## src/rtl/k_way_sorted_merge_macros.svh

```systemverilog
// Assertion macros shared by the merge engine RTL.
// Depends on nothing; the asserting module supplies clk and rst_n.
`ifndef K_WAY_SORTED_MERGE_MACROS_SVH
`define K_WAY_SORTED_MERGE_MACROS_SVH

// Concurrent assertion on an explicit clock and active-low reset.
`define KSM_ASSERT_CLK(label, clk_sig, rst_sig, prop, msg) \
    label: assert property (@(posedge clk_sig) disable iff (!rst_sig) prop) \
        else $error(msg);

// Concurrent assertion on the module's own clk and rst_n.
`define KSM_ASSERT(label, prop, msg) `KSM_ASSERT_CLK(label, clk, rst_n, prop, msg)

`endif

```

## src/rtl/ksm_ram.sv

```systemverilog
// Generic single-clock RAM with one write port and one registered read port.
// Depends on nothing.
`default_nettype none

module ksm_ram #(
    parameter int WIDTH = 32,
    parameter int DEPTH = 64
) (
    input  wire                      clk,
    input  wire                      wr_en,
    input  wire  [$clog2(DEPTH)-1:0] wr_addr,
    input  wire  [WIDTH-1:0]         wr_data,
    input  wire                      rd_en,
    input  wire  [$clog2(DEPTH)-1:0] rd_addr,
    output logic [WIDTH-1:0]         rd_data
);

    logic [WIDTH-1:0] mem [DEPTH];

    always_ff @(posedge clk)
    begin
        if (wr_en)
        begin
            mem[wr_addr] <= wr_data;
        end
        if (rd_en)
        begin
            rd_data <= mem[rd_addr];
        end
    end

endmodule

`default_nettype wire

```

## config.mk

```make
export PLATFORM = sky130hd
export DESIGN_NAME = ksm_ram
export DESIGN_NICKNAME = d
export VERILOG_FILES = /design/src/rtl/k_way_sorted_merge_macros.svh /design/src/rtl/ksm_ram.sv
export SDC_FILE = /design/constraint.sdc
export NUM_CORES = 2
export LEC_CHECK = 0
export ABC_CLOCK_PERIOD_IN_PS = 8200
export BUFFER_PORTS_ARGS = -buffer_cell sky130_fd_sc_hd__buf_2
export CAP_MARGIN = 30
export CORE_MARGIN = 2
export CORE_UTILIZATION = 40
export CTS_CLUSTER_DIAMETER = 100
export CTS_CLUSTER_SIZE = 12
export DETAILED_ROUTE_END_ITERATION = 10
export SYNTH_ARGS = -nofsm -noshare
export SYNTH_HDL_FRONTEND = slang
export SYNTH_SLANG_ARGS = --single-unit
```

## constraint.sdc

```tcl
create_clock -name clk -period 8.2 [get_ports clk]
set_input_delay 1.23 -clock clk [delete_from_list [all_inputs] [get_ports clk]]
set_output_delay 1.23 -clock clk [all_outputs]
set_load 0.02 [all_outputs]
```

==> flow_summary.ini <==
[synth]
avgSynthCellArea_um2 = 23.7
yosysWarnings = 0
syn_nets = 3371
netlist_area_mm2 = 0.0788
synthArstFlopShare_pct = 0
seq_area_frac_synth_pct = 79.2
synth_edf_count = 2080
synth.distinct_cells = 33
synth_cells = 3324
ys.flop_type = edfxtp_1
synth_seq_cells = 2080

[route]
wire_per_inst_um = 33.4
vias_per_cell = 5.90
drt_iter0_drc = 4748
drt_pass1_iterations = 7
ant_nets = 0
routed_wl_um = 207000
drc = 0
num_vias = 36500

[power_and_ir_drop]
power.share.switching_pct = 21.2
clockPowerShare_pct = 37.4
peakVddDrop_mv = 0.224
p_leak_nw = 26.9
p_comb_share_pct = 5.5
seq_power_share_pct = 57.1
p_switching_mw = 4.40
internal_power_mw = 16.3
power_density_mw_per_mm2 = 235

[timing]
period_share_pct = 49.8
layout_setup_ws_ns = 4.11
hold_viol_final = 0
slew_violations = 0
setup_viol = 0
worst_hold_slack_ns = 0.824
rsz0062_at_grt = false
fmax_mhz = 245
tightest_slew_ns = 1.10
finalCriticalPeriod_ns = 4.09
setup-tns-final_ns = 0
fin_worst_skew_ns = 0.0263
maxSlewHeadroom_pct = 26.0

[grt]
antenna_found_initial = 35
grt_pass1_vias = 36900
gr-total-overflow = 0
grt_max_degree = 117
grt_pass1_wl_um = 288000
grtUsageTotal_pct = 20.7

[finish]
nNetsFinal = 3590
multi_input_area_mm2 = 0.0160
areaGrowthSynthToFinish_pct = 12.1
fin_cells = 6192
n_fill_cell = 16200
drive_above_1_share_pct = 28.9
design_area_mm2 = 0.0884
layout.area.seq_mm2 = 0.0625

[clocking]
cts_buffer_depth = 3
cts_sinks = 2080
postCtsSetupBuffers = 0
htree_levels = 4
cts_tree = yes
path_clk_slew_ns = 0.06
hold_buffers = 0
cts_resized = 0
cts_root_buffer = clkbuf_16
clk_latency_ns = 0.83
numCtsBuffers = 191

[die]
die_width_um = 448
core_mm2 = 0.195
initial_core_util_pct = 40.3
rows = 162
die_h_um = 448
io_pins = 79
die_area_mm2 = 0.201

[job]
maxCapViolations = 0

[worst_setup_path]
cp_max_fo = 81
worstSetupEndpoint = rd_data[13]
critPathKind = primary input to flop
end_kind = flop
crit_path_start_kind = primary input
reg2regPathDepth = 4
timing.rr.start = mem[30][13]
crit_arrival_ns = 4.62
startpoint = rd_addr[0]
regToRegEndpoint = rd_data[13]
worstPathRequired_ns = 8.73
rrSetupSlack_ns = 5.59

[placement]
post-place-ws_ns = 3.30
io_buffer_count = 78
place_area_mm2 = 0.0833
place.gp.congestion = 0.799
dp.cells = 5974
dp.final_hpwl_um = 108000

[run_status]
status = finished clean

[min_path]
hold_class = flop to flop
-- flip-flops by register name, indices dropped and copies added, names as in the netlist --
register  count
mem        2048
rd_data      32
-- how the worst min path moves through the flow --
stage,cells after the start,from,slack (ns),end
2_1_floorplan,4,mem[12][17],0.75,rd_data[17]
3_3_place_gp,4,mem[28][20],0.82,rd_data[20]
3_5_place_dp,4,mem[28][4],0.81,rd_data[4]
4_1_cts,4,mem[29][4],0.83,rd_data[4]
5_1_grt,1,wr_data[8],0.88,mem[35][8]
6_report,4,mem[29][4],0.82,rd_data[4]
-- final cells by class --
type | count | area share, %
sequential | 2080 | 70.7
antenna | 13 | 0.0368
clock buffer | 193 | 5.47
clock inverter | 12 | 0.194
timing repair buffer | 208 | 1.83
tap | 2624 | 3.72
multi-input combinational | 1062 | 18.1
-- per-layer routing --
metal,global-route usage (%),routed length [um]
met5,0,67
met1,29.3,84400
met3,4.86,19000
met2,32.2,97100
met4,6.07,6100
-- placed cells by master, fill, tap and decap left out, drive strengths merged --
cell    count
nand4b      1
or3         3
nand3b      5
o221ai     27
inv         8
buf       208
nand2      26
nor3        7
nor2      137
a22oi      12
nor2b      15
a21oi      62
a311oi      8
clkinv      4
nand3       5
or2         3
nand2b      8
and3        4
or3b        5
a31oi       1
o32ai       4
mux2i      93
mux4      544
and2        2
a41o        4
diode      13
nand4       2
edfxtp   2080
clkbuf    193
o22ai      84
-- cells by family (layout without fill, tap and decap cells) --
kind of cell,after synthesis,in the layout,share of synthesized area (%)
AND/OR/NAND/NOR,223,223,1.26
flip-flops,2080,2080,79.2
other,0,13,0
AO/OA/AOI/OAI,202,202,1.67
buffers and inverters,182,413,1.12
multiplexers,637,637,16.7
-- power groups by stage --
stage	Sequential [mW]	Combinational (mW)	Clock (mW)
2_1_floorplan	12.1	0.573	0
3_3_place_gp	12.1	1.12	0
3_5_place_dp	12.1	1.14	0
4_1_cts	11.8	1.14	7.90
5_1_grt	11.8	1.19	8.27
6_report	11.8	1.13	7.76
-- cell usage after synthesis (all sizes together) (7+ instances only) --
master  count  area, um2
mux2i      93        931
a311oi      8       70.1
o22ai      84        526
nor3        7       35.0
nor2b      15       93.8
a21oi      62        310
nor2      137        514
mux4      544      12300
nand2      26       97.6
edfxtp   2080      62500
buf       108        608
o221ai     27        236
clkbuf     74        278
a22oi      12       90.1
nand2b      8       50.1
-- worst max-delay path: stages --
cell and delay [ns]:
buf_8 0.48, buf_12 0.60, mux4_2 0.60, mux4_2 0.60
o22ai_1 0.72, nor2_1 0.17
-- stage by stage --
stage / util (%) / power (mW)
2_1_floorplan: - / 12.6
3_3_place_gp: 42.6 / 13.2
3_5_place_dp: 42.6 / 13.2
4_1_cts: 45.2 / 20.9
5_1_grt: 45.2 / 21.3
6_report: 45.2 / 20.7
(Power assumes the default switching activity.)
